<file path="config.mk">
export PLATFORM = sky130hd
export DESIGN_NAME = descriptor_id_allocator_core
export DESIGN_NICKNAME = d
export VERILOG_FILES = /design/src/hw/rtl/dia_pkg.sv /design/src/hw/rtl/dia_ram.sv /design/src/hw/rtl/dia_ctrl.sv /design/src/hw/rtl/dia_dp.sv /design/src/hw/rtl/descriptor_id_allocator_core.sv
export SDC_FILE = /design/constraint.sdc
export NUM_CORES = 1
export LEC_CHECK = 0
export BUFFER_PORTS_ARGS = -buffer_cell sky130_fd_sc_hd__buf_2
export CORE_MARGIN = 10
export CORE_UTILIZATION = 55
export CTS_BUF_LIST = sky130_fd_sc_hd__clkbuf_16
export DETAILED_ROUTE_END_ITERATION = 8
export HOLD_SLACK_MARGIN = 0.05
export PLACE_DENSITY_LB_ADDON = 0.3
export SLEW_MARGIN = 20
export SYNTH_ARGS = -nofsm -noshare
export SYNTH_HDL_FRONTEND = slang
export SYNTH_SLANG_ARGS = --single-unit
</file>
<file path="constraint.sdc">
create_clock -name clk -period 5.15 [get_ports clk]
set_input_delay 0.2575 -clock clk [delete_from_list [all_inputs] [get_ports clk]]
set_output_delay 0.2575 -clock clk [all_outputs]
set_load 0.1 [all_outputs]
</file>
<file path="src/hw/rtl/dia_pkg.sv">
// ----------------------------------------------------------------------------
// Descriptor number allocator package
// Shared constants, request and status codes, and controller types.
// ----------------------------------------------------------------------------
package dia_pkg;

	// Default size of the number pool; number 0 is never handed out.
	localparam int MaxIds = 64;

	// Fixed field widths on the stream ports.
	localparam int IdPortW = 6;
	localparam int KindW   = 2;
	localparam int StatusW = 2;

	// Request kinds carried in the input tuser.
	localparam logic [KindW-1:0] KindAlloc = 2'd0;
	localparam logic [KindW-1:0] KindFree  = 2'd1;
	localparam logic [KindW-1:0] KindQuery = 2'd2;

	// Result status codes.
	localparam logic [StatusW-1:0] StatusOk        = 2'd0;
	localparam logic [StatusW-1:0] StatusExhausted = 2'd1;
	localparam logic [StatusW-1:0] StatusInvalid   = 2'd2;

	// Controller states.
	typedef enum logic {
		ST_IDLE,
		ST_EXEC
	} dia_state_t;

	// Commands from the controller to the datapath.
	typedef struct packed {
		logic issue; // latch the request and start the memory reads
		logic exec;  // apply the update and load the result register
	} dia_cmd_t;

endpackage

</file>
<file path="src/hw/rtl/dia_ram.sv">
// ----------------------------------------------------------------------------
// Generic single-port-write RAM
// One write port and one read port with a registered read.
// ----------------------------------------------------------------------------
module dia_ram #(
	parameter int Width = 8,
	parameter int Depth = 64
) (
	input  logic                     clk,
	input  logic                     wr_en,
	input  logic [$clog2(Depth)-1:0] wr_addr,
	input  logic [Width-1:0]         wr_data,
	input  logic                     rd_en,
	input  logic [$clog2(Depth)-1:0] rd_addr,
	output logic [Width-1:0]         rd_data
);

	logic [Width-1:0] mem_q [Depth];
	logic [Width-1:0] rd_data_q;

	// Write port.
	always_ff @(posedge clk) begin
		if (wr_en) begin
			mem_q[wr_addr] <= wr_data;
		end
	end

	// Registered read port; the data holds until the next read.
	always_ff @(posedge clk) begin
		if (rd_en) begin
			rd_data_q <= mem_q[rd_addr];
		end
	end

	assign rd_data = rd_data_q;

endmodule

</file>
<file path="src/hw/rtl/dia_ctrl.sv">
// ----------------------------------------------------------------------------
// Descriptor number allocator controller
// Sequences each request through a read step and an update step and owns
// the valid flag of the result register.
// ----------------------------------------------------------------------------
module dia_ctrl (
	input  logic              clk,
	input  logic              arst_n,
	input  logic              in_valid,
	output logic              in_ready,
	output logic              out_valid,
	input  logic              out_ready,
	output dia_pkg::dia_cmd_t cmd
);

	dia_pkg::dia_state_t state_q;
	dia_pkg::dia_state_t state_d;
	logic                out_valid_q;

	// State register.
	always_ff @(posedge clk or negedge arst_n) begin
		if (!arst_n) begin
			state_q <= dia_pkg::ST_IDLE;
		end else begin
			state_q <= state_d;
		end
	end

	// Next state and commands. The update waits while an untaken result
	// still occupies the output register.
	always_comb begin
		state_d  = state_q;
		in_ready = 1'b0;
		cmd      = '0;
		case (state_q)
			dia_pkg::ST_IDLE: begin
				in_ready = 1'b1;
				if (in_valid) begin
					cmd.issue = 1'b1;
					state_d   = dia_pkg::ST_EXEC;
				end
			end
			dia_pkg::ST_EXEC: begin
				if (!out_valid_q || out_ready) begin
					cmd.exec = 1'b1;
					state_d  = dia_pkg::ST_IDLE;
				end
			end
			default: begin
				state_d = dia_pkg::ST_IDLE;
			end
		endcase
	end

	// Result valid flag: set on load, cleared once the transfer completes.
	always_ff @(posedge clk or negedge arst_n) begin
		if (!arst_n) begin
			out_valid_q <= 1'b0;
		end else if (cmd.exec) begin
			out_valid_q <= 1'b1;
		end else if (out_ready) begin
			out_valid_q <= 1'b0;
		end
	end

	assign out_valid = out_valid_q;

endmodule

</file>
<file path="src/hw/rtl/dia_dp.sv">
// ----------------------------------------------------------------------------
// Descriptor number allocator datapath
// Holds the high-water mark, the free stack and the in-use bits, and computes
// each request's update and result.
// ----------------------------------------------------------------------------
module dia_dp #(
	parameter int MAX_IDS = dia_pkg::MaxIds
) (
	input  logic                         clk,
	input  logic                         arst_n,
	input  dia_pkg::dia_cmd_t            cmd,
	input  logic [dia_pkg::KindW-1:0]    in_kind,
	input  logic [dia_pkg::IdPortW-1:0]  in_target_id,
	output logic [dia_pkg::IdPortW-1:0]  result_id,
	output logic [dia_pkg::StatusW-1:0]  status,
	output logic                         is_live
);

	localparam int IdW  = $clog2(MAX_IDS);
	localparam int CntW = $clog2(MAX_IDS + 1);
	localparam int CmpW = (CntW > dia_pkg::IdPortW) ? CntW : dia_pkg::IdPortW;

	logic [dia_pkg::KindW-1:0]   kind_q;
	logic [dia_pkg::IdPortW-1:0] target_q;
	logic [CntW-1:0]             high_water_q;
	logic [CntW-1:0]             free_count_q;
	logic [dia_pkg::IdPortW-1:0] result_id_q;
	logic [dia_pkg::StatusW-1:0] status_q;
	logic                        is_live_q;

	logic                        inuse_rd;
	logic                        inuse_we;
	logic [IdW-1:0]              inuse_waddr;
	logic                        inuse_wdata;
	logic [IdW-1:0]              stack_rd;
	logic                        stack_we;
	logic [IdW-1:0]              stack_rd_addr;

	logic [CmpW-1:0]             tgt_ext;
	logic [CmpW-1:0]             hw_ext;
	logic                        tgt_live;
	logic                        tgt_top;
	logic [CntW-1:0]             high_water_d;
	logic [CntW-1:0]             free_count_d;
	logic [dia_pkg::IdPortW-1:0] result_id_d;
	logic [dia_pkg::StatusW-1:0] status_d;
	logic                        is_live_d;

	// Request capture at the input transfer.
	always_ff @(posedge clk) begin
		if (cmd.issue) begin
			kind_q   <= in_kind;
			target_q <= in_target_id;
		end
	end

	// Entries at or above the high-water mark are never read as live, and
	// every nonzero number below it was written when it was handed out, so the
	// in-use memory needs no clearing.
	dia_ram #(
		.Width (1),
		.Depth (MAX_IDS)
	) u_inuse_ram (
		.clk     (clk),
		.wr_en   (inuse_we),
		.wr_addr (inuse_waddr),
		.wr_data (inuse_wdata),
		.rd_en   (cmd.issue),
		.rd_addr (IdW'(in_target_id)),
		.rd_data (inuse_rd)
	);

	// The free stack is read at its top while the request is captured.
	assign stack_rd_addr = IdW'(free_count_q - CntW'(1));

	dia_ram #(
		.Width (IdW),
		.Depth (MAX_IDS)
	) u_stack_ram (
		.clk     (clk),
		.wr_en   (stack_we),
		.wr_addr (IdW'(free_count_q)),
		.wr_data (IdW'(target_q)),
		.rd_en   (cmd.issue),
		.rd_addr (stack_rd_addr),
		.rd_data (stack_rd)
	);

	// Liveness of the captured number.
	assign tgt_ext  = CmpW'(target_q);
	assign hw_ext   = CmpW'(high_water_q);
	assign tgt_live = (target_q != '0) && (tgt_ext < hw_ext) && inuse_rd;
	assign tgt_top  = (tgt_ext == (hw_ext - CmpW'(1)));

	// Update and result for the captured request.
	always_comb begin
		high_water_d = high_water_q;
		free_count_d = free_count_q;
		result_id_d  = '0;
		status_d     = dia_pkg::StatusOk;
		is_live_d    = 1'b0;
		inuse_we     = 1'b0;
		inuse_waddr  = IdW'(target_q);
		inuse_wdata  = 1'b0;
		stack_we     = 1'b0;
		case (kind_q)
			dia_pkg::KindAlloc: begin
				if (free_count_q != '0) begin
					// Reuse the most recently freed number.
					free_count_d = free_count_q - CntW'(1);
					inuse_we     = 1'b1;
					inuse_waddr  = stack_rd;
					inuse_wdata  = 1'b1;
					result_id_d  = dia_pkg::IdPortW'(stack_rd);
				end else if (high_water_q < CntW'(MAX_IDS)) begin
					// Take the number at the high-water mark.
					high_water_d = high_water_q + CntW'(1);
					inuse_we     = 1'b1;
					inuse_waddr  = IdW'(high_water_q);
					inuse_wdata  = 1'b1;
					result_id_d  = dia_pkg::IdPortW'(high_water_q);
				end else begin
					status_d = dia_pkg::StatusExhausted;
				end
			end
			dia_pkg::KindFree: begin
				if (tgt_live) begin
					inuse_we    = 1'b1;
					result_id_d = target_q;
					if (tgt_top) begin
						high_water_d = high_water_q - CntW'(1);
					end else if (free_count_q < CntW'(MAX_IDS)) begin
						stack_we     = 1'b1;
						free_count_d = free_count_q + CntW'(1);
					end
				end else begin
					status_d = dia_pkg::StatusInvalid;
				end
			end
			dia_pkg::KindQuery: begin
				result_id_d = target_q;
				is_live_d   = tgt_live;
			end
			default: begin
				status_d = dia_pkg::StatusInvalid;
			end
		endcase
		if (!cmd.exec) begin
			inuse_we = 1'b0;
			stack_we = 1'b0;
		end
	end

	// Pool bookkeeping registers.
	always_ff @(posedge clk or negedge arst_n) begin
		if (!arst_n) begin
			high_water_q <= CntW'(1);
			free_count_q <= '0;
		end else if (cmd.exec) begin
			high_water_q <= high_water_d;
			free_count_q <= free_count_d;
		end
	end

	// Result register.
	always_ff @(posedge clk) begin
		if (cmd.exec) begin
			result_id_q <= result_id_d;
			status_q    <= status_d;
			is_live_q   <= is_live_d;
		end
	end

	assign result_id = result_id_q;
	assign status    = status_q;
	assign is_live   = is_live_q;

endmodule

</file>
<file path="src/hw/rtl/descriptor_id_allocator_core.sv">
// ----------------------------------------------------------------------------
// Descriptor number allocator
// Allocates, frees and checks small descriptor numbers from a pool.
// ----------------------------------------------------------------------------
// Each request transfer produces exactly one result transfer. A request passes
// through the registered read of the in-use and free-stack memories and then
// the update, which applies it and loads the result register. A new request
// is taken while an earlier result still waits in the output register; only
// a result that has not been taken by the time the next update is ready holds
// the block. No clearing pass follows reset: the high-water mark bounds which
// in-use entries can be read.
module descriptor_id_allocator_core #(
	parameter int MAX_IDS = dia_pkg::MaxIds
) (
	input  logic        clk,
	input  logic        arst_n,
	// Requests
	input  logic        s_tvalid,
	output logic        s_tready,
	input  logic [7:0]  s_tdata,  // [5:0] target_id, [7:6] zero
	input  logic [1:0]  s_tuser,  // [1:0] kind
	// Results
	output logic        m_tvalid,
	input  logic        m_tready,
	output logic [15:0] m_tdata   // [5:0] result_id, [7:6] status, [8] is_live, [15:9] zero
);

	dia_pkg::dia_cmd_t            cmd;
	logic [dia_pkg::IdPortW-1:0]  result_id;
	logic [dia_pkg::StatusW-1:0]  status;
	logic                         is_live;

	// Sequencing and handshakes.
	dia_ctrl u_ctrl (
		.clk       (clk),
		.arst_n    (arst_n),
		.in_valid  (s_tvalid),
		.in_ready  (s_tready),
		.out_valid (m_tvalid),
		.out_ready (m_tready),
		.cmd       (cmd)
	);

	// Pool state and result computation.
	dia_dp #(
		.MAX_IDS (MAX_IDS)
	) u_dp (
		.clk          (clk),
		.arst_n       (arst_n),
		.cmd          (cmd),
		.in_kind      (s_tuser),
		.in_target_id (s_tdata[5:0]),
		.result_id    (result_id),
		.status       (status),
		.is_live      (is_live)
	);

	assign m_tdata = {7'd0, is_live, status, result_id};

endmodule

</file>
# [After elaboration in Yosys (flattened, before gate mapping)]
# Memory sizes are Yosys's and may differ from the RTL's. A register that Yosys moved wholly into a read port is not among the register bits.
# Index checks and enable logic that the tools add are counted.
[word_totals] reg_bits=33 mem_bits_rw=448 inputBits=14 out_inout_bits=18 elab_cells=85 n_memories=2
[mem_list] name="u_dp.u_stack_ram.mem_q" depth=64 word_bits=6 read_ports=1 rd_ports_with_merged_regs=1 write_ports=1 line="dia_ram.sv:18" rtl="logic [Width-1:0] mem_q [Depth];"
[mem_list] name="u_dp.u_inuse_ram.mem_q" depth=64 word_bits=1 read_ports=1 rd_ports_with_merged_regs=1 write_ports=1 line="dia_ram.sv:18"
[op_classes] addsub=4 order_cmp=3 eq_ne=10 muxes=45 n_bitwise=1 reduce_logical=11
[op_table] op="7-bit 2-to-1 mux" count=8
[op_table] op="6-bit 2-to-1 mux" count=6
[op_table] op="7-bit case mux with 2 select lines" count=2
[op_table] op="1-bit 2-to-1 mux" count=23
[op_table] op="6-bit case mux with 3 select lines" count=1
[op_table] op="7-bit by 1-bit adder with 7-bit output (second input constant)" count=2
[op_table] op="7-bit less-than comparator (second input constant)" count=2
[op_table] op="7-bit by 1-bit subtractor with 7-bit output (second input constant)" count=2
[op_table] op="6-bit AND reduction" count=2
[op_table] op="2-bit by 1-bit != test with 1-bit output (second input constant)" count=5
[op_table] op="6-bit by 7-bit equality test with 1-bit output" count=1
[op_table] op="6-bit by 7-bit less-than comparator with 1-bit output" count=1
[op_table] op="7-bit nonzero test" count=1
[op_table] op="2-bit case mux with 3 select lines" count=1
[op_table] op="6-bit nonzero test" count=1
[op_table] op="2-bit 2-to-1 mux" count=2
[op_table] op="2-bit != test (second input constant)" count=2
[op_table] op="1-bit case mux with 2 select lines" count=2
[op_table] op="2-bit nonzero test" count=2
[op_table] op="2-bit by 1-bit equality test with 1-bit output (second input constant)" count=1
[op_table] op="2-bit equality test (second input constant)" count=1
[op_table] op="1-bit logical AND" count=2
[op_table] op="2-bit logical NOT" count=1
[op_table] op="1-bit logical NOT" count=1
[op_table] op="2 further kinds" count=2

# [Logic depth before layout (Yosys ltp)]
# Gate-level depths: netlist of the first run.
[depth] word_depth=8 depth_mapped=14 ltp_nobuf=9

# [Modules after synthesis]
# Synthesis of the first run repeated with hierarchy kept, for this count alone.
[hier_totals] cells_unflattened=1197 hier_area_um2=20616.0
[modules_own_cells] module="dia_ram at u_dp.u_stack_ram" n_inst=1 cells_per_inst=720 area_each_um2=15285.9 seq_area_each_um2=11711.2
[modules_own_cells] module="dia_ram at u_dp.u_inuse_ram" n_inst=1 cells_per_inst=204 area_each_um2=2924.1 seq_area_each_um2=1951.9
[modules_own_cells] module="dia_dp" n_inst=1 cells_per_inst=256 area_each_um2=2248.4 seq_area_each_um2=862.1
[modules_own_cells] module="dia_ctrl" n_inst=1 cells_per_inst=8 area_each_um2=93.8 seq_area_each_um2=50.0
[modules_own_cells] module="descriptor_id_allocator_core" n_inst=1 cells_per_inst=9 area_each_um2=63.8 seq_area_each_um2=0.0

# [Least setup slack after synthesis of the first run]
# Ideal clock, no wire load.
[synth_path] path_type="reg2reg" start="reg u_dp.target_q[1] (netlist bit)" end="mem u_dp.u_stack_ram.mem_q[0][0] (netlist bit) (enable)" setup_time_ns=0.386 arrival_time_ns=3.457 required_ns=4.764 path_slack_ns=1.307 stages_incl_launch_ff=8 n_path_buf=0 period_less_slack_ns=3.843 cell_sequence="edfxtp_1 -> ha_1 -> nor2b_1 -> o2111a_1 -> o311ai_1 -> nand4_1 -> or2_2 -> nor4_1"
[synth_via] elab_chain_len=8 word_cells_on_any_way=11 classes_between="order compare (1); eq/ne (1); mux (6); reduce/logical (3)"
[synth_rtl] item="from (decl)" line="dia_dp.sv:24" rtl="logic [dia_pkg::IdPortW-1:0] target_q;"
[synth_rtl] item="from (signal assigned)" line="dia_dp.sv:53" rtl="target_q <= in_target_id;"
[synth_rtl] item="6-bit by 7-bit less-than comparator with 1-bit output or 6-bit nonzero test (tied branches)" line="dia_dp.sv:92" rtl="assign tgt_live = (target_q != '0) && (tgt_ext < hw_ext) && inuse_rd;"
[synth_rtl] item="1-bit logical AND (2 in series)" line="dia_dp.sv:92"
[synth_rtl] item="1-bit 2-to-1 mux *" line="dia_dp.sv:127" rtl="if (tgt_live) begin"
[synth_rtl] item="1-bit 2-to-1 mux *" line="dia_dp.sv:106" rtl="case (kind_q)"
[synth_rtl] item="1-bit 2-to-1 mux *" line="dia_dp.sv:148" rtl="if (!cmd.exec) begin"
[synth_rtl] item="1-bit 2-to-1 mux *" line="dia_ram.sv:23" rtl="if (wr_en) begin"
[synth_rtl] item="1-bit 2-to-1 mux (not written as such) *" line="dia_ram.sv:24" rtl="mem_q[wr_addr] <= wr_data;"
[synth_rtl] item="to (decl)" line="dia_ram.sv:18"
# Mark *: on every way between the ends. The rest lies on a longest branch, timed or not.

# [Worst setup path after layout of the first run]
[layout_path] start="reg u_dp.high_water_q[1]" end="mem u_dp.u_stack_ram.mem_q[61][4] (netlist bit) (enable)"
[layout_via] elab_chain_len=8 word_cells_on_any_way=11 classes_between="add/sub (1); order compare (1); eq/ne (1); mux (6); reduce/logical (2)"
[layout_rtl] item="from (decl)" line="dia_dp.sv:25" rtl="logic [CntW-1:0] high_water_q;"
[layout_rtl] item="from (signal assigned)" line="dia_dp.sv:157" rtl="high_water_q <= CntW'(1);"
[layout_rtl] item="from (signal assigned)" line="dia_dp.sv:160" rtl="high_water_q <= high_water_d;"
[layout_rtl] item="7-bit by 1-bit subtractor with 7-bit output or 6-bit by 7-bit less-than comparator with 1-bit output (tied branches)" line="dia_dp.sv:93, dia_dp.sv:92"
[layout_rtl] item="6-bit by 7-bit equality test with 1-bit output or 1-bit logical AND (tied branches)" line="dia_dp.sv:93, dia_dp.sv:92"
[layout_rtl] item="1-bit 2-to-1 mux or 1-bit logical AND (tied branches)" line="dia_dp.sv:130, dia_dp.sv:92"
[layout_rtl] item="1-bit 2-to-1 mux *" line="dia_dp.sv:127"
[layout_rtl] item="1-bit 2-to-1 mux *" line="dia_dp.sv:106"
[layout_rtl] item="1-bit 2-to-1 mux *" line="dia_dp.sv:148"
[layout_rtl] item="1-bit 2-to-1 mux *" line="dia_ram.sv:23"
[layout_rtl] item="1-bit 2-to-1 mux (not written as such) *" line="dia_ram.sv:24"
# Marked as above.

==> impl_results.md, run 1 <==
* Met3 wire length at 2573 µm
* Total GRT Usage at 18.62%
* Slowest stage cell, crit path: nor2_1
* Multi-input gate area at 5356 µm²
* Worst vdd ir at 0.3543 mV
* Least-Margin Pin Slew at 1.112 ns
* CTS Root Cell: clkbuf_16
* WL met2 at 20280 µm
* Sequential Area at 14580 µm²
* Max Cap Violations at 0
* Req. time, crit path at 5.35 ns
* Post-Route M1 WL at 17240 µm
* Total length of routed wires at 40710 µm
* Die area at 44930 µm²
* Core area at 36520 µm²
* WP data arrival at 4.29 ns
* Post-DR vias/cell at 6.208
* PD cells at 565.6 nW/µm²
* Detailed placement HPWL at 24940 µm
* Routed WL per cell at 25.18 µm
* Fin. max-slew vios at 0
* NumNets Final at 1132
* Site row count at 70
* # port buffers at 22
* Min-Delay Path Class: input pin to asynchronous set/reset pin
* Post-CTS Hold Buffers at 9
* DIE WIDTH at 212.0 µm
* Post-route setup TNS at 0 ns
* Final setup violation count at 0
* Syn Inst Count at 1064
* Pre-Repair DR Iteration Count at 5
* Primary FF master, synth: edfxtp_1
* Worst hold margin at 0.1322 ns
* Fillcell total at 2510
* Clk sinks at 488
* GPL Wtd Cong at 0.8495
* Worst-path fanout max at 8
* H-Tree Depth at 2
* Nature of the critical path endpoint: register
* Critical Path Start Type: register
* Syn. warnings at 0
* Num CTS Buffers at 49
* DRC viols at 0
* Rel. slew slack at 25.28%
* Final min period at 4.088 ns
* # diodes at 0
* CTS max path bufs at 3
* Seq/Total Area, Yosys at 71.92%
* Worst r2r src: u_dp.high_water_q[1]
* Cell variety after synth at 59
* Die height at 212.0 µm
* Yosys reg bits at 488
* Post-synthesis cell area at 20270 µm²
* Worst path buffer plus inverter count at 1
* Static Leakage at 7.156 nW
* Critical path, cell by cell: inv_1, ha_1, nor2b_1, o2111a_1, o311ai_1, nand4_1, nor3_1, nand3_1, nor2_1
* Avg Inst Size Synth at 19.05 µm²
* Remaining Overflow, GRT at 0
* Post-CTS Setup Bufs at 0
* Via count at 10039
* Antenna Nets Post-Route at 0
* Synthesis-to-layout area growth at 11.14%
* Final hold vios at 0
* Top delay family on crit path: simple AND/OR/NAND/NOR gates
* RSZ-0062 raised after global routing: false
* Highest routed layer: met4
* Critical path type: register to register
* Antenna violations before repair at 0
* Share of cells above drive strength 1 at 24.63%
* Worst-Skew Late Latency at 0.58 ns
* Post-cts sizing count at 0
* Critical path origin: u_dp.high_water_q[1]
* Largest net degree at the start of global routing at 73
* First-pass GRT wire length at 62910 µm
* TritonCTS clock tree: done
* Status: finished, final reports clean
* Max Fclk at 244.6 MHz
* IO Pins at 32
* Clock transition at path regs at 0.06 ns
* Clk_skew at 0.01085 ns
* Initial DRC count at 990
* Initial core utilization at 55.49%
* Post-synth ARST share at 3.279%
* Worst path max stage delay at 0.68 ns
* Vias in the first global route at 10186
* Post-synth EDFFs at 472
* Final period util at 79.39%
[per-stage QoR]
stage / cells / instance area (µm²) / setup WS, ns / utilization [%] / total power, mW
2_1_floorplan: 1070 / 20290 / 1.307 / - / 8.116
3_3_place_gp: 1516 / 20860 / 1.351 / 57.13 / 9.369
3_5_place_dp: 1516 / 20860 / 1.269 / 57.13 / 9.429
4_1_cts: 1617 / 22520 / 1.227 / 61.66 / 12.85
5_1_grt: 1617 / 22530 / 0.9029 / 61.68 / 13.25
6_report: 1617 / 22530 / 1.062 / 61.68 / 12.74
[flip-flops by register name, summed over array words and instances (netlist names), 6 cells and up]
name,flops
u_dp.u_stack_ram.mem_q,384
u_dp.u_inuse_ram.mem_q,64
u_dp.free_count_q,7
u_dp.high_water_q,7
u_dp.result_id,6
u_dp.target_q,6
u_dp.u_stack_ram.rd_data,6
[per-layer routing]
layer / vias to the layer above / GRT usage [%]
met3: 54 / 3.653
li1: 4334 / -
met5: - / 0
met2: 365 / 30.01
met1: 5286 / 26.00
met4: 0 / 4.042
[cell usage after synthesis, types with 7 or more instances]
master    number  area share (%)
edfxtp_1     472              70
nor2_1       155             2.9
mux4_2       146              16
nand2_1       35            0.65
clkbuf_1      25            0.46
buf_2         19            0.47
inv_1         16            0.30
dfrtp_1       15             1.9
o21ai_0       12            0.30
xor2_1        12            0.52
buf_4         10            0.37
ha_1          10            0.62
nand3_1       10            0.25
xnor2_1       10            0.43
a22o_1         9            0.39
nor2b_1        9            0.28
mux2i_1        8            0.40
a21oi_1        7            0.17
[cells by family (layout without fill, tap and decap cells)]
| logic type | Yosys count | after routing | synth area share, % |
|---|---|---|---|
| DFF | 488 | 488 | 71.92 |
| and+or+nand+nor | 254 | 254 | 5.840 |
| muxes | 154 | 154 | 16.62 |
| buffers and inverters | 80 | 159 | 1.969 |
| AOI/OAI and AO/OA | 55 | 55 | 2.068 |
| xor gates and xnor gates | 22 | 22 | 0.9507 |
| adders and majority gates | 10 | 10 | 0.6174 |
| other | 1 | 7 | 0.01850 |
[cell usage in the layout, fill, tap and decap left out, types with 10 or more instances in the layout]
cell / count
xnor2_1: 10
dfrtp_1: 14
o21ai_0: 12
nand2_1: 35
edfxtp_1: 472
buf_2: 22
xor2_1: 10
clkbuf_16: 51
inv_1: 27
mux4_2: 146
nor2_1: 154
clkinv_1: 14
nand3_1: 10
buf_4: 17
[layout make-up]
class	instances	area share, %
flip-flops and latches	488	64.72
clock buffers	51	5.666
clock inverters	41	1.283
repair buffers	51	1.683
inverters	16	0.2666
well taps	468	2.600
multi-input cells	502	23.78
[final timing paths]
kind | to | slack [ns] | cells past startpoint
worst min-delay path | u_ctrl.out_valid | 0.13 | 2
worst min register to register | u_ctrl.out_valid | 0.52 | 2
max in group asynchronous | u_dp.free_count_q[0] | 4.69 | 2
worst max register to register | u_dp.u_stack_ram.mem_q[61][4] | 1.06 | 9
worst max-delay path | u_dp.u_stack_ram.mem_q[61][4] | 1.06 | 9
min in group clk | u_dp.target_q[1] | 0.17 | 1
[power breakdown]
group	leakage (nW)	total (mW)	switching, mW	internal [mW]
Sequential	4.44	4.87	0.184	4.68
Combinational	1.91	4.45	2.50	1.95
Clock	0.802	3.42	1.44	1.99
Total	7.16	12.7	4.12	8.62
Note: power is estimated with default switching activity, not from simulation.
==> run 2, diff against run 1 <==
--- a/config.mk
+++ b/config.mk
@@ -5,6 +5,7 @@
 export SDC_FILE = /design/constraint.sdc
 export NUM_CORES = 1
 export LEC_CHECK = 0
+export ABC_AREA = 1
 export BUFFER_PORTS_ARGS = -buffer_cell sky130_fd_sc_hd__buf_2
 export CORE_MARGIN = 10
 export CORE_UTILIZATION = 55
==> constraint.sdc (replaced) <==
create_clock -name clk -period 3.8 [get_ports clk]
set_input_delay 0.19 -clock clk [delete_from_list [all_inputs] [get_ports clk]]
set_output_delay 0.19 -clock clk [all_outputs]
set_load 0.1 [all_outputs]
==> impl_results.md, run 2 <==
* Status: finished, final reports clean
* Syn. warnings at 0 (unchanged)
* Synth Area in Simple Gates at 14.92% (+9.1 points)
* Max Cap Violations at 0 (unchanged)
* Rel. slew slack at 29.90% (+4.6 points)
* NumNets Final at 1890 (+67%)
* Critical Path Start Type: register
* Design area at 23330 µm² (+3.6%)
* Core area at 37760 µm² (+3.4%)
* Synthesis-to-layout area growth at 10.70%
* Syn Inst Count at 1848 (+74%)
* Total length of routed wires at 49930 µm (+23%)
* TritonCTS clock tree: done
* Post-synth EDFFs at 472 (unchanged)
* Fin. max-slew vios at 0 (unchanged)
* Post-Synth Adder-Cell Area at 0.5935% (-0.024 points)
* Via count at 14248 (+42%)
* Post-synthesis compound-gate area fraction at 11.37% (+9.3 points)
* Cell variety after synth at 46 (-22%)
* Total power at 19.04 mW (+49%)
* WP data arrival at 3.46 ns (-0.83 ns)
* Max FFs per register at 384 (unchanged)
* Commonest non-fill, non-tap cell in the layout: edfxtp_1
* RSZ-0062 raised after global routing: false
* # port buffers at 22 (unchanged)
* Fillcell total at 2867 (+14%)
* GPL Wtd Cong at 0.9758 (+15%)
* Top reg by flops: u_dp.u_stack_ram.mem_q
* CTS max path bufs at 3 (unchanged)
* Share of cells above drive strength 1 at 9.182% (-15 points)
* Vias in the first global route at 13643 (+34%)
* Post-synth ARST share at 3.279% (unchanged)
* Primary FF master, synth: edfxtp_1
* H-Tree Depth at 2 (unchanged)
* Final hold vios at 0 (unchanged)
* IO Pins at 32 (unchanged)
* Avg Inst Size Synth at 11.41 µm² (-40%)
* Max Fclk at 306.9 MHz (+25%)
* Least-Margin Pin Slew at 1.050 ns (-0.06186 ns)
* Die area at 46560 µm² (+3.6%)
* Pre-Repair DR Iteration Count at 5 (unchanged)
* Commonest non-fill, non-tap cells in the layout: edfxtp_1, nor2_1, o21ai_0
* Remaining Overflow, GRT at 0 (unchanged)
* Antenna violations before repair at 0 (unchanged)
* Worst-Skew Late Latency at 0.59 ns (about the same)
* Total GRT Usage at 21.01% (+2.4 points)
* Routed WL per cell at 20.66 µm (-18%)
* Largest family of logic cells by synthesized area: simple AND/OR/NAND/NOR gates
* Cell Area, Placed at 21690 µm² (+4.0%)
* Pre-CTS WS at 0.6379 ns (-0.6313 ns)
* Count leader, synth: edfxtp_1
* Final setup violation count at 0 (unchanged)
* Most instantiated cells after synthesis: edfxtp_1, nor2_1, o21ai_0
* # diodes at 0 (unchanged)
* Site row count at 71 (+1.4%)
* Mux cell area share after synthesis at 0% (-17 points)
* Largest net degree at the start of global routing at 197 (+170%)
* Final worst slack at 0.5415 ns (-0.5201 ns)
* Detailed placement HPWL at 30070 µm (+21%)
* Clock transition at path regs at 0.07 ns (about the same)
* DRC viols at 0 (unchanged)
* Req. time, crit path at 4.01 ns (-1.34 ns)
* Nature of the critical path endpoint: register
* Multi-input gate area at 5808 µm² (+8.4%)
* Seq/Total Area, Yosys at 69.14% (-2.8 points)
* Static Leakage at 7.883 nW (+10%)
* Xor/xnor share of the synthesized area at 0.4867% (-0.46 points)
* Top flop regs: u_dp.u_stack_ram.mem_q x384, u_dp.u_inuse_ram.mem_q x64
* Post-synthesis cell area at 21080 µm² (+4.0%)
* Initial DRC count at 1389 (+40%)
* Min-Delay Path Class: input pin to asynchronous set/reset pin
* Critical path type: register to register
* Post-DR vias/cell at 5.895 (-5.0%)
* CTS Root Cell: clkbuf_16
* Num CTS Buffers at 49 (unchanged)
* First-pass GRT wire length at 76940 µm (+22%)
* Synth area leaders: edfxtp_1, nor2_1, o21ai_0, nand2_1, o211ai_1
* DIE WIDTH at 215.8 µm (+1.8%)
* Antenna Nets Post-Route at 0 (unchanged)
* Worst-path fanout max at 8 (unchanged)
* Final min period at 3.258 ns (-0.8299 ns)
* Initial core utilization at 55.83% (+0.34 points)
* Final period util at 85.75% (+6.4 points)
* Post-route setup TNS at 0 ns (unchanged)
* Yosys top cell by area: edfxtp_1
* Worst vdd ir at 0.8701 mV (+150%)
* Yosys reg bits at 488 (unchanged)
* PD cells at 815.7 nW/µm² (+44%)
* Clk_skew at 0.02430 ns (+0.01345 ns)
* Sequential Area at 14580 µm² (unchanged)
* Die height at 215.8 µm (+1.8%)
* Clk sinks at 488 (unchanged)
* Post-cts sizing count at 0 (unchanged)
* Synth top area share at 67.24% (-2.7 points)
-- run 2: changes by cell type in the layout (fill, tap and decap cells not counted), moves of 25 or more --
cell / change
inv_1: +44
mux4_2: -146
nand2_1: +122
nand3_1: +91
nor2_1: +298
o211ai_1: +71
o21ai_0: +247
o221ai_1: +25
-- run 2: critical path: stages (launching register included) --
cell and delay [ns]:
dfstp_2 0.62, inv_1 0.15, ha_1 0.28, inv_1 0.09, nor2_1 0.06, nand3_1 0.06
nand2_1 0.05, nand2_1 0.10, nor2_1 0.05, nand2_1 0.09, nor2_1 0.06, nor2_1 0.21
nand4_1 0.48, nor2_1 0.58
-- run 2: final timing paths --
check / end / depth (start not counted) / slack (ns) / start
setup / recovery: u_dp.u_stack_ram.mem_q[11][1] / 13 / 0.54 / u_dp.high_water_q[0]
hold / removal: u_dp.free_count_q[5] / 2 / 0.06 / arst_n
setup reg to reg: u_dp.u_stack_ram.mem_q[11][1] / 13 / 0.54 / u_dp.high_water_q[0]
hold reg to reg: u_ctrl.out_valid / 2 / 0.51 / u_ctrl.out_valid
max in group asynchronous: u_dp.high_water_q[0] / 2 / 3.43 / arst_n
min in group clk: u_dp.target_q[0] / 1 / 0.17 / s_tdata[0]
-- run 2: power by group --
part           switching (mW)  total [mW]  internal (mW)
combinational            5.76        7.88           2.12
clock                    1.96        4.58           2.63
sequential              0.194        6.57           6.38
-- run 2: final cells by class --
class                           count  area share [%]
Clock buffer                       51           5.469
Sequential cell                   488           62.48
Clock inverter                     40           1.115
Inverter                           69           1.137
Tap cell                          511           2.740
Multi-Input combinational cell   1192           24.89
Timing Repair Buffer               66           2.172
-- run 2: stage by stage --
stage	utilization, %	std cells	hold slack, ns
5_1_grt	61.81	2417	0.08931
6_report	61.81	2417	0.06248
2_1_floorplan	-	1854	-0.1056
3_5_place_dp	57.46	2316	0.1232
4_1_cts	61.80	2417	0.05001
3_3_place_gp	57.46	2316	0.1275
-- run 2: metal layers --
| metal | GRT usage (%) | up-vias | routed length (µm) |
|---|---|---|---|
| met5 | 0 | - | 0 |
| met4 | 7.510 | 0 | 1347 |
| met3 | 3.091 | 102 | 3405 |
| met2 | 34.50 | 531 | 24170 |
| met1 | 28.05 | 6954 | 21000 |
| li1 | - | 6661 | - |
-- run 2: cell families (layout without fill, tap and decap cells) --
kind of cell             after synthesis  in the layout
AND/OR/NAND/NOR                      761            761
flip-flops                           488            488
AO/OA/AOI/OAI                        404            404
buffers and inverters                174            226
adder cells (fa/ha/maj)               10             10
XOR/XNOR                              10             10
other                                  1              7
-- run 2: what timing repair did --
item                       in CTS  in global routing
setup endpoints to repair       0                  0
hold endpoints to repair       26                  0
hold buffers                   10                  0
setup buffers                   0                  0
==> run 3, diff against run 2 <==
--- a/config.mk
+++ b/config.mk
@@ -7,6 +7,7 @@
 export LEC_CHECK = 0
 export ABC_AREA = 1
 export BUFFER_PORTS_ARGS = -buffer_cell sky130_fd_sc_hd__buf_2
+export CORE_ASPECT_RATIO = 1.5
 export CORE_MARGIN = 10
 export CORE_UTILIZATION = 55
 export CTS_BUF_LIST = sky130_fd_sc_hd__clkbuf_16
==> impl_results.md, run 3 (same netlist as run 2, synthesis figures left out) <==
* Status: finished, final reports clean
* Post-DR vias/cell at 6.025 (+2.2%)
* # diodes at 0 (unchanged)
* Routed WL per cell at 21.43 µm (+3.7%)
* WP data arrival at 3.54 ns (+0.08 ns)
* Post-cts sizing count at 0 (unchanged)
* Worst hold margin at 0.08050 ns (+0.01802 ns)
* PD cells at 823.5 nW/µm² (+0.96%)
* Initial DRC count at 1685 (+21%)
* Final worst slack at 0.4462 ns (-0.09528 ns)
* Internal at 11.18 mW (+0.50%)
* Share of cells above drive strength 1 at 9.062% (-0.12 points)
* Final hold vios at 0 (unchanged)
* Clk_skew at 0.01931 ns (-0.004998 ns)
* Pre-CTS WS at 0.4535 ns (-0.1844 ns)
* Synthesis-to-layout area growth at 10.20%
* Commonest non-fill, non-tap cells in the layout: edfxtp_1, nor2_1, o21ai_0
* Remaining Overflow, GRT at 0 (unchanged)
* Total length of routed wires at 50920 µm (+2.0%)
* Req. time, crit path at 3.98 ns (-0.03 ns)
* Critical Path Start Type: register
* DIE WIDTH at 179.9 µm (-17%)
* Nature of the critical path endpoint: register
* Detailed placement HPWL at 31170 µm (+3.7%)
* Num CTS Buffers at 44 (-10%)
* Vias in the first global route at 14047 (+3.0%)
* Initial core utilization at 55.81% (about the same)
* Final period util at 88.26% (+2.5 points)
* Post-Place Cells at 2287 (-1.3%)
* Top reg by flops: u_dp.u_stack_ram.mem_q
* Antenna Nets Post-Route at 0 (unchanged)
* NumNets Final at 1877 (-0.69%)
* Clk sinks at 488 (unchanged)
* Die area at 46720 µm² (+0.35%)
* Post-route setup TNS at 0 ns (unchanged)
* Final setup violation count at 0 (unchanged)
* Post-CTS Hold Buffers at 9 (-1)
* GPL Wtd Cong at 0.9195 (-5.8%)
* Rel. slew slack at 34.81% (+4.9 points)
* Total power at 19.13 mW (+0.51%)
* Min-Delay Path Class: input pin to register
* Pre-Repair DR Iteration Count at 6 (+1)
* Max Fclk at 298.2 MHz (-2.8%)
* Flop pwr share at 34.4% (about the same)
* # port buffers at 22 (unchanged)
* Clock transition at path regs at 0.07 ns (about the same)
* RSZ-0062 raised after global routing: false
* Total GRT Usage at 21.17% (+0.16 points)
* Clock power share at 24.2% (about the same)
* Worst vdd ir at 0.8252 mV (-5.2%)
* Sw Pwr at 7.949 mW (+0.52%)
* Fin. max-slew vios at 0 (unchanged)
* Core area at 37770 µm² (about the same)
* Switching share of power at 41.55% (about the same)
* Largest net degree at the start of global routing at 199 (+1.0%)
* Via count at 14315 (+0.47%)
* TritonCTS clock tree: done
* CTS max path bufs at 3 (unchanged)
* Least-Margin Pin Slew at 0.9767 ns (-0.07364 ns)
* Commonest non-fill, non-tap cell in the layout: edfxtp_1
* Post-CTS Setup Bufs at 0 (unchanged)
* Post-route insts no fill at 2376 (-1.7%)
* First-pass GRT wire length at 78760 µm (+2.4%)
* CTS Root Cell: clkbuf_16
* Worst-Skew Late Latency at 0.57 ns (-0.02 ns)
* Combinational share of power at 41.5% (about the same)
* Top flop regs: u_dp.u_stack_ram.mem_q x384, u_dp.u_inuse_ram.mem_q x64
* Critical path type: register to register
* Final min period at 3.354 ns (+0.09528 ns)
* Site row count at 87 (+23%)
* Worst-path fanout max at 11 (+3)
* IO Pins at 32 (unchanged)
* Static Leakage at 7.805 nW (-0.98%)
* Max FFs per register at 384 (unchanged)
* Max Cap Violations at 0 (unchanged)
* H-Tree Depth at 2 (unchanged)
* Die height at 259.8 µm (+20%)
* DRC viols at 0 (unchanged)
* Antenna violations before repair at 0 (unchanged)
==> run 3: cell types whose count changed in the layout (fill, tap and decap cells not counted) <==
cell	change
inv_1	-8
buf_4	-7
clkinv_1	-6
clkbuf_16	-5
bufinv_16	+4
clkinv_2	+2
clkinv_4	+2
buf_12	+1
buf_6	-1
clkinv_8	+1
dlygate4sd3_1	-1
inv_6	-1
==> run 3: cell type report <==
class	count	area (µm²)
Inverter	69	265.3
Fill cell	2939	14540
Multi-Input combinational cell	1192	5808
Sequential cell	488	14580
Tap cell	489	611.8
Clock inverter	34	362.8
Clock buffer	46	1151
Timing Repair Buffer	58	452.9
==> run 3: per-layer routing <==
layer  track usage, %  routed length (µm)  vias up
li1                 -                   -     6628
met1            24.91               19410     6957
met2            37.96               26310      607
met3            2.738                3032      123
met4            9.648                2159        0
met5                0                   0        -
==> run 3: power by group through the flow <==
stage	logic, mW	registers, mW	clock network [mW]
4_1_cts	7.84	6.57	4.66
3_5_place_dp	7.80	6.68	0
2_1_floorplan	5.04	6.99	0
6_report	7.93	6.57	4.63
5_1_grt	8.68	6.59	4.90
3_3_place_gp	7.62	6.67	0
==> run 3: through the flow <==
stage,utilization [%],instance area [µm²]
after floorplan,-,21100
after global placement,57.26,21630
after detailed placement,57.26,21630
after CTS,61.50,23230
after global routing,61.50,23230
final,61.50,23230
==> run 3: final timing paths <==
check | slack, ns | to | start | cells after the start
min in group asynchronous | 0.11 | u_dp.free_count_q[6] | arst_n | 2
max in group asynchronous | 3.38 | u_dp.free_count_q[0] | arst_n | 2
max | 0.45 | u_dp.u_stack_ram.mem_q[17][4] | u_dp.high_water_q[0] | 16
min reg2reg | 0.50 | u_ctrl.out_valid | u_ctrl.out_valid | 2
min | 0.08 | u_dp.target_q[1] | s_tdata[1] | 1
max reg2reg | 0.45 | u_dp.u_stack_ram.mem_q[17][4] | u_dp.high_water_q[0] | 16
==> run 3: critical path, cell delays in order (launching register included) <==
cell and delay, ns:
dfstp_2 0.63, inv_1 0.17, ha_1 0.29, inv_1 0.09
nor2_1 0.05, nand3_1 0.09, nand2_1 0.06, nand2_1 0.11
nor2_1 0.06, nand2_1 0.08, inv_1 0.04, nand2_1 0.08
nand2_1 0.07, nor2_1 0.09, buf_4 0.22, nand2_1 0.27
nor2_1 0.59
